===== src/sv/ocd_pkg.sv =====
// ----------------------------------------------------------------------------
// ocd_pkg
// Shared types and constants for the outline chain-code decoder.
// ----------------------------------------------------------------------------
`default_nettype none

package ocd_pkg;

  localparam int unsigned COORD_W = 16;
  localparam int unsigned BYTE_W  = 8;
  localparam int unsigned RUN_W   = 6;

  // byte that closes a boundary
  localparam logic [BYTE_W-1:0] CLOSE_CODE = 8'hff;

  // configuration register indexes
  localparam logic CFG_ORIGIN_X = 1'b0;
  localparam logic CFG_ORIGIN_Y = 1'b1;

  // result kinds
  typedef enum logic [1:0] {
    KIND_START = 2'd0,
    KIND_MOVE  = 2'd1,
    KIND_CLOSE = 2'd2,
    KIND_TRUNC = 2'd3
  } kind_t;

  // move directions, top two bits of a move word
  typedef enum logic [1:0] {
    DIR_XP = 2'b00,
    DIR_XN = 2'b01,
    DIR_YP = 2'b10,
    DIR_YN = 2'b11
  } dir_t;

  // decode phase, one-hot
  typedef enum logic [2:0] {
    PH_START_X = 3'b001,
    PH_START_Y = 3'b010,
    PH_MOVES   = 3'b100
  } phase_t;

  typedef struct packed {
    phase_t              phase;
    logic [BYTE_W-1:0]   start_off_x;
    logic [COORD_W-1:0]  cur_x;
    logic [COORD_W-1:0]  cur_y;
  } dec_state_t;

  typedef struct packed {
    kind_t               kind;
    logic [COORD_W-1:0]  x;
    logic [COORD_W-1:0]  y;
    logic                done;
  } result_t;

  // sign-extend a start offset to coordinate width
  function automatic logic [COORD_W-1:0] sext_off(input logic [BYTE_W-1:0] b);
    sext_off = {{(COORD_W-BYTE_W){b[BYTE_W-1]}}, b};
  endfunction

endpackage

`default_nettype wire


===== src/sv/outline_chain_code_decoder_core.sv =====
// ----------------------------------------------------------------------------
// outline_chain_code_decoder_core
// Rebuilds glyph boundary points from a run-length chain-coded byte stream.
// ----------------------------------------------------------------------------
// The decoder takes one outline byte per cycle while the output is not held
// and gives at most one point word per byte: the input register holds the
// byte, the decode stage, whose single 16-bit cursor add sets the clock,
// decodes it and the output register holds the word. A start x byte gives a
// truncation word if it is a last byte, else none; every other byte gives
// one. The input stalls only when the decode stage and output are both held.
// The origin registers are read when a start y byte is decoded and should be
// written only while the block is idle.
`default_nettype none

module outline_chain_code_decoder_core (
  input  logic                             clk,
  input  logic                             rst_n,
  // byte input
  input  logic                             in_valid,
  output logic                             in_ready,
  input  logic [ocd_pkg::BYTE_W-1:0]       in_code_byte,
  input  logic                             in_last_byte,
  // point output
  output logic                             out_valid,
  input  logic                             out_ready,
  output logic [1:0]                       out_kind,
  output logic signed [ocd_pkg::COORD_W-1:0] out_point_x,
  output logic signed [ocd_pkg::COORD_W-1:0] out_point_y,
  output logic                             out_glyph_done,
  // configuration
  input  logic                             cfg_we,
  input  logic                             cfg_index,
  input  logic [ocd_pkg::COORD_W-1:0]      cfg_wdata
);
  import ocd_pkg::*;

  logic               s1_valid_r;
  logic [BYTE_W-1:0]  s1_byte_r;
  logic               s1_last_r;
  logic               s1_go;
  dec_state_t         state_r;
  dec_state_t         state_nxt;
  logic               res_valid;
  result_t            res;
  result_t            out_r;
  logic               out_valid_r;
  logic [COORD_W-1:0] origin_x_r;
  logic [COORD_W-1:0] origin_y_r;

  // handshake
  assign s1_go    = s1_valid_r && (!out_valid_r || out_ready);
  assign in_ready = !s1_valid_r || s1_go;

  // configuration registers
  always_ff @(posedge clk) begin
    if (!rst_n) begin
      origin_x_r <= '0;
      origin_y_r <= '0;
    end else if (cfg_we) begin
      case (cfg_index)
        CFG_ORIGIN_X: origin_x_r <= cfg_wdata;
        CFG_ORIGIN_Y: origin_y_r <= cfg_wdata;
        default: ;
      endcase
    end
  end

  // input register
  always_ff @(posedge clk) begin
    if (!rst_n) begin
      s1_valid_r <= 1'b0;
    end else if (in_ready) begin
      s1_valid_r <= in_valid;
    end
  end

  always_ff @(posedge clk) begin
    if (in_valid && in_ready) begin
      s1_byte_r <= in_code_byte;
      s1_last_r <= in_last_byte;
    end
  end

  // decode
  ocd_step u_step (
    .state     (state_r),
    .code_byte (s1_byte_r),
    .last_byte (s1_last_r),
    .origin_x  (origin_x_r),
    .origin_y  (origin_y_r),
    .state_nxt (state_nxt),
    .res_valid (res_valid),
    .res       (res)
  );

  // decoder state
  always_ff @(posedge clk) begin
    if (!rst_n) begin
      state_r.phase       <= PH_START_X;
      state_r.start_off_x <= '0;
      state_r.cur_x       <= '0;
      state_r.cur_y       <= '0;
    end else if (s1_go) begin
      state_r <= state_nxt;
    end
  end

  // output register
  always_ff @(posedge clk) begin
    if (!rst_n) begin
      out_valid_r <= 1'b0;
    end else if (s1_go) begin
      out_valid_r <= res_valid;
    end else if (out_ready) begin
      out_valid_r <= 1'b0;
    end
  end

  always_ff @(posedge clk) begin
    if (s1_go && res_valid) begin
      out_r <= res;
    end
  end

  assign out_valid      = out_valid_r;
  assign out_kind       = out_r.kind;
  assign out_point_x    = out_r.x;
  assign out_point_y    = out_r.y;
  assign out_glyph_done = out_r.done;

endmodule

`default_nettype wire


===== src/sv/ocd_step.sv =====
// ----------------------------------------------------------------------------
// ocd_step
// Decode of one outline word: next decoder state and the optional result.
// ----------------------------------------------------------------------------
`default_nettype none

module ocd_step (
  input  ocd_pkg::dec_state_t              state,
  input  logic [ocd_pkg::BYTE_W-1:0]       code_byte,
  input  logic                             last_byte,
  input  logic [ocd_pkg::COORD_W-1:0]      origin_x,
  input  logic [ocd_pkg::COORD_W-1:0]      origin_y,
  output ocd_pkg::dec_state_t              state_nxt,
  output logic                             res_valid,
  output ocd_pkg::result_t                 res
);
  import ocd_pkg::*;

  logic [COORD_W-1:0] run;
  dir_t               dir;

  assign run = {{(COORD_W-RUN_W){1'b0}}, code_byte[RUN_W-1:0]};
  assign dir = dir_t'(code_byte[BYTE_W-1 -: 2]);

  // phase-driven decode
  always_comb begin
    state_nxt = state;
    res_valid = 1'b0;
    res.kind  = KIND_MOVE;
    res.x     = state.cur_x;
    res.y     = state.cur_y;
    res.done  = last_byte;
    case (state.phase)
      PH_START_X: begin
        if (last_byte) begin
          // glyph cut inside the start pair
          res_valid = 1'b1;
          res.kind  = KIND_TRUNC;
          res.x     = '0;
          res.y     = '0;
        end else begin
          state_nxt.start_off_x = code_byte;
          state_nxt.phase       = PH_START_Y;
        end
      end
      PH_START_Y: begin
        state_nxt.cur_x = sext_off(state.start_off_x) + origin_x;
        state_nxt.cur_y = sext_off(code_byte) + origin_y;
        state_nxt.phase = last_byte ? PH_START_X : PH_MOVES;
        res_valid = 1'b1;
        res.kind  = KIND_START;
        res.x     = state_nxt.cur_x;
        res.y     = state_nxt.cur_y;
      end
      default: begin
        res_valid = 1'b1;
        if (code_byte == CLOSE_CODE) begin
          state_nxt.phase = PH_START_X;
          res.kind        = KIND_CLOSE;
        end else begin
          case (dir)
            DIR_XP:  state_nxt.cur_x = state.cur_x + run;
            DIR_XN:  state_nxt.cur_x = state.cur_x - run;
            DIR_YP:  state_nxt.cur_y = state.cur_y + run;
            default: state_nxt.cur_y = state.cur_y - run;
          endcase
          if (last_byte) begin
            state_nxt.phase = PH_START_X;
          end
          res.kind = KIND_MOVE;
          res.x    = state_nxt.cur_x;
          res.y    = state_nxt.cur_y;
        end
      end
    endcase
  end

endmodule

`default_nettype wire


===== config.mk =====
export PLATFORM = sky130hd
export DESIGN_NAME = outline_chain_code_decoder_core
export DESIGN_NICKNAME = d
export VERILOG_FILES = /design/src/sv/ocd_pkg.sv /design/src/sv/outline_chain_code_decoder_core.sv /design/src/sv/ocd_step.sv
export SDC_FILE = /design/constraint.sdc
export NUM_CORES = 1
export LEC_CHECK = 0
export BUFFER_PORTS_ARGS = -buffer_cell sky130_fd_sc_hd__buf_4
export CAP_MARGIN = 20
export CORE_ASPECT_RATIO = 0.5
export CORE_UTILIZATION = 40
export DETAILED_ROUTE_END_ITERATION = 12
export GPL_ROUTABILITY_DRIVEN = 0
export RECOVER_POWER = 100
export SYNTH_ARGS = -nofsm -noshare
export SYNTH_HDL_FRONTEND = slang
export SYNTH_SLANG_ARGS = --single-unit

===== constraint.sdc =====
create_clock -name clk -period 5.4 [get_ports clk]
set_input_delay 1.08 -clock clk [delete_from_list [all_inputs] [get_ports clk]]
set_output_delay 1.08 -clock clk [all_outputs]
set_load 0.01 [all_outputs]

==> Yosys cells after proc, flatten, opt, wreduce, memory -nomap -nowiden <==
Cells that the tools add are included.
{ "totals": {"regBits": 121, "wordCells": 61, "in_bits": 31, "out_inout_bits": 37} }
{ "op_classes": {"add_sub_neg": 6, "n_reduce_logical": 16, "eq_ne": 6, "n_bitwise": 3, "muxes": 16} }
{ "ops": {"columns": ["op", "count"], "rows": [
  ["one-hot mux 34 bit (2 select lines)", 1],
  ["one-hot mux 16 bit (2 select lines)", 2],
  ["one-hot mux 32 bit (2 select lines)", 1],
  ["2-to-1 mux 34 bit", 1],
  ["adder 16 bit", 2],
  ["adder 16 x 6 -> 16 bit", 2],
  ["2-to-1 mux 32 bit", 1],
  ["subtractor 16 x 6 -> 16 bit", 2],
  ["2-to-1 mux 11 bit", 1],
  ["2-to-1 mux 3 bit", 3],
  ["equality test 8 bit (second input constant)", 1],
  ["one-hot mux 3 bit (2 select lines)", 1],
  ["AND reduction 2 bit", 3],
  ["AND reduction 3 bit", 2],
  ["2-to-1 mux 1 bit", 4],
  ["nonzero test 4 bit", 1],
  ["equality test 3 x 1 -> 1 bit (second input constant)", 1],
  ["equality test 3 x 2 -> 1 bit (second input constant)", 1],
  ["logical AND 1 bit", 3],
  ["inverter 1 bit", 3],
  ["equality test 2 x 1 -> 1 bit (second input constant)", 1],
  ["equality test 2 bit (second input constant)", 1],
  ["zero test 1 bit", 2],
  ["zero test 2 bit", 1],
  ["other kinds (5)", 6]
]} }

==> Depth between registers and ports, before layout <==
{ "logic_depth": {"word_depth": 5, "depth_mapped": 16, "mapped_depth_nobuf": 16} }

==> Modules after synthesis <==
From an unflattened synthesis, not the netlist that was laid out.
{ "unflattened": {"hier_cells": 1119, "hier_area_um2": 9155.0} }
{ "modules_own_cells": {"columns": ["module", "area_each_um2", "seq_area_each_um2", "cells_each", "instances"], "rows": [
  ["ocd_step", 4759.6, 0.0, 733, 1],
  ["outline_chain_code_decoder_core", 4395.5, 2862.7, 386, 1]
]} }

==> Worst setup path before layout <==
Ideal clock, no wire load.
{ "synth_timing": {"path_type": "reg-to-reg", "startpoint": "register s1_byte_r[7]", "endpoint": "register out_r, in the netlist out_point_x[15] (data pin)", "setup_ns": 0.163, "path_buffers": 2, "path_stages_with_launch": 17, "arrival_time_ns": 3.472, "setup_slack_ns": 1.765, "path_cell_list": "edfxtp_1 > clkbuf_1 > nand2b_1 > clkbuf_1 > nor2_1 > a21oi_1 > ha_1 > nor2b_1 > o21ai_0 > a21boi_0 > o211ai_1 > a31oi_1 > o21a_1 > o31ai_1 > mux2i_1 > a21oi_1 > o221ai_1"} }
{ "synth_rtl": {"columns": ["element", "line", "rtl"], "rows": [
  ["start: declaration", "outline_chain_code_decoder_core.sv:38", "logic [BYTE_W-1:0] s1_byte_r;"],
  ["start signal: assignment", "outline_chain_code_decoder_core.sv:79", "s1_byte_r <= in_code_byte;"],
  ["end signal: assignment", "outline_chain_code_decoder_core.sv:121", "out_r <= res;"],
  ["end: declaration", "outline_chain_code_decoder_core.sv:45", "result_t out_r;"]
]} }

==> qor.yml <==
area_growth_pct: 12.3
timing.setup.tns_ns: 0
leakage_nw: 3.72
cp_common_cell: "nor2b_1"
min_period_over_period_pct: 83.2
insertion_delay_ns: 0.44
clk_pin_slew_ns: 0.06
reg2reg_depth: 14
post_cts_buffers: 0
layout_commonest_cell: "nand2_1"
worst_r2r_endpoint: "out_point_y[12]"
ys_types: 74
antenna_cells: 0
drv_slew: 135
fp.dieArea_mm2: 0.0213
tightest_slew_ns: 2.81
grt_pass1_vias: 6904
fp.coreArea_mm2: 0.0199
max_freq_ghz: 0.222
synth_seq_cells: 121
avgSynthCellArea_um2: 8.11
critical_path_arrival_ns: 4.67
yosysWarnings: 0
crit_end: "out_point_y[12]"
dp_hpwl_mm: 17.2
status: "complete, but fails checks"
cp-end-kind: "flop"
wl_mm: 24.0
holdWs_ns: 0.464
startpoint: "s1_byte_r[6]"
die_h_um: 104
rows: 36
power_density_mw_per_mm2: 281
postCtsResizedCells: 0
cp_slowest_cell: "nor2b_1"
grt_usage_pct: 23.1
reg2reg_from: "s1_byte_r[6]"
hp-start: "origin_x_r[2]"
drt-pass1-iter-count: 5
crit_required_ns: 5.57
first_iter_violations: 579
synth-main-ff-cell: "dfxtp_1"
route.detailed.drc: 0
cts_buffer_depth: 2
setup-violations-final: 0
cp_cell_sequence: "nor2b_1 -> nor2_1 -> xor2_1 -> ha_1 -> nor2b_1 -> o31ai_1 -> a21oi_1 -> a221oi_1 -> o32ai_1 -> a21o_1 -> and2_0 -> o311ai_0 -> o211a_1 -> o211ai_1"
max_slew_margin_pct: -88.3
hold_viol_final: 0
max-cap-violations: 3
syn-num-nets: 1111
grt.overflow.total: 0
antenna_found_initial: 0
yosysSeqAreaShare_pct: 34.7
ant_nets: 0
grt_max_degree: 61
num_vias: 7567
mostFrequentLayoutCells: "167 x nand2_1, 118 x a21oi_1, 96 x nor2_1"
grt_pass1_wl_mm: 37.8
seq_area_mm2: 0.00286
die_w_um: 205
start_util_pct: 41.6
regToRegSetupSlack_ns: 0.91
cts-htree-levels: 4
critPathMaxFanout: 10
cts_root_buf: "clkbuf_16"
violations: "capacitance limit, slew limit"
cts_buffers: 17
synth-edff-count: 44
synthCells: 1019
fin_skew_ns: 0.0120
drive_gt1_share_pct: 7.40
syn-cell-area_mm2: 0.00826
synthArstFlopShare_pct: 0
holdBufCountCts: 0
rsz0062_at_grt: "false"
via_per_inst: 5.67
start_kind: "flop"
place.port_buffers: 67
avgRoutedWirePerCell_um: 18.0
numClockSinks: 121
path_class: "reg2reg"
multi_input_area_mm2: 0.00502
fin_crit_ns: 4.49
max_stage_delay_ns: 0.61
hp-class: "reg2reg"
fin_nets: 1148
power_mw: 2.61
fill_cells: 1949
ir_drop_mv: 0.196
io_pins: 68
cts_tree: "done"
[synthesized netlist by cell type (4+ instances only)]
master	n	share of area [%]
a211oi_1	12	1.1
a21o_1	25	2.3
a21oi_1	119	7.2
a221oi_1	8	0.85
a22oi_1	7	0.64
a31oi_1	14	1.1
and2_1	5	0.38
and3_1	4	0.30
buf_1	8	0.36
clkbuf_1	45	2.0
dfxtp_1	77	19
edfxtp_1	44	16
fa_1	4	0.97
ha_1	57	8.6
inv_1	29	1.3
maj3_1	4	0.48
mux2i_1	5	0.61
nand2_1	167	7.6
nand2b_1	10	0.76
nand3_1	12	0.73
nor2_1	97	4.4
nor2b_1	11	0.83
nor3_1	20	1.2
nor4_1	4	0.30
o211ai_1	16	1.5
o21a_1	5	0.45
o21ai_0	59	3.6
o21bai_1	7	0.64
o221ai_1	4	0.42
o31ai_1	9	0.82
or2_2	4	0.30
xnor2_1	39	4.1
xor2_1	18	1.9
[logic make-up after synthesis]
kind of cell	count (synthesis)	share of synthesized area (%)
flops	121	34.7
compound gates	329	25.2
xor+xnor	57	6.04
buf+inv	89	4.39
simple gates	349	18.5
fa+ha+maj	66	10.2
mux	8	1.01
[routing by layer]
| metal | wire (um) | up-vias | part of all wire, % | GRT usage, % |
|---|---|---|---|---|
| li1 | - | 3735 | - | - |
| met1 | 12300 | 3535 | 51 | 35.0 |
| met2 | 9580 | 273 | 40 | 31.5 |
| met3 | 1750 | 24 | 7.3 | 5.70 |
| met4 | 326 | 0 | 1.4 | 6.67 |
| met5 | 0 | - | 0 | 0 |
[worst max-delay path: cells and delay by family (launching register included)]
kind,cells,cell delay [ns]
AO/OA/AOI/OAI,8,2.15
AND/OR/NAND/NOR,4,1.06
flip-flops,1,0.50
adder cells (fa/ha/maj),1,0.34
XOR/XNOR,1,0.18
[per-stage QoR]
stage	cells	cell area, um^2	worst slack [ns]	utilization (%)
2_1_floorplan	1019	8260	1.77	-
3_3_place_gp	1302	8930	1.43	45.0
3_5_place_dp	1302	8930	1.31	45.0
4_1_cts	1333	9480	1.23	47.7
5_1_grt	1334	9280	0.468	46.7
6_report	1334	9280	0.905	46.7
[flip-flops by register name (all words and copies together), names as in the netlist]
register        count
origin_x_r         16
origin_y_r         16
out_glyph_done      1
out_kind            2
out_point_x        16
out_point_y        16
out_valid           1
s1_byte_r           8
s1_last_r           1
s1_valid_r          1
state_r            43
[how the worst min path moves through the flow]
stage	to	slack (ns)	depth (start not counted)
detailed placement	state_r[35]	0.46	2
CTS	state_r[35]	0.46	2
global placement	state_r[35]	0.45	2
finish	origin_x_r[2]	0.46	2
floorplan	origin_x_r[0]	0.44	2
global route	state_r[35]	0.48	2
[area by class of cell]
type / count / area share (%)
clock inverter: 10 / 0.688
tap: 266 / 3.59
multi-input combinational: 809 / 54.1
sequential: 121 / 30.8
inverter: 30 / 1.21
clock buffer: 21 / 5.19
timing repair buffer: 77 / 4.41
[where the power goes]
group / internal (mW) / total (mW) / leakage, nW / switching (mW)
Combinational: 0.181 / 0.488 / 2.40 / 0.306
Sequential: 0.993 / 1.04 / 1.04 / 0.0428
Clock: 0.635 / 1.08 / 0.280 / 0.448
Total: 1.81 / 2.61 / 3.72 / 0.797
Note: power is estimated with default switching activity, not from simulation.
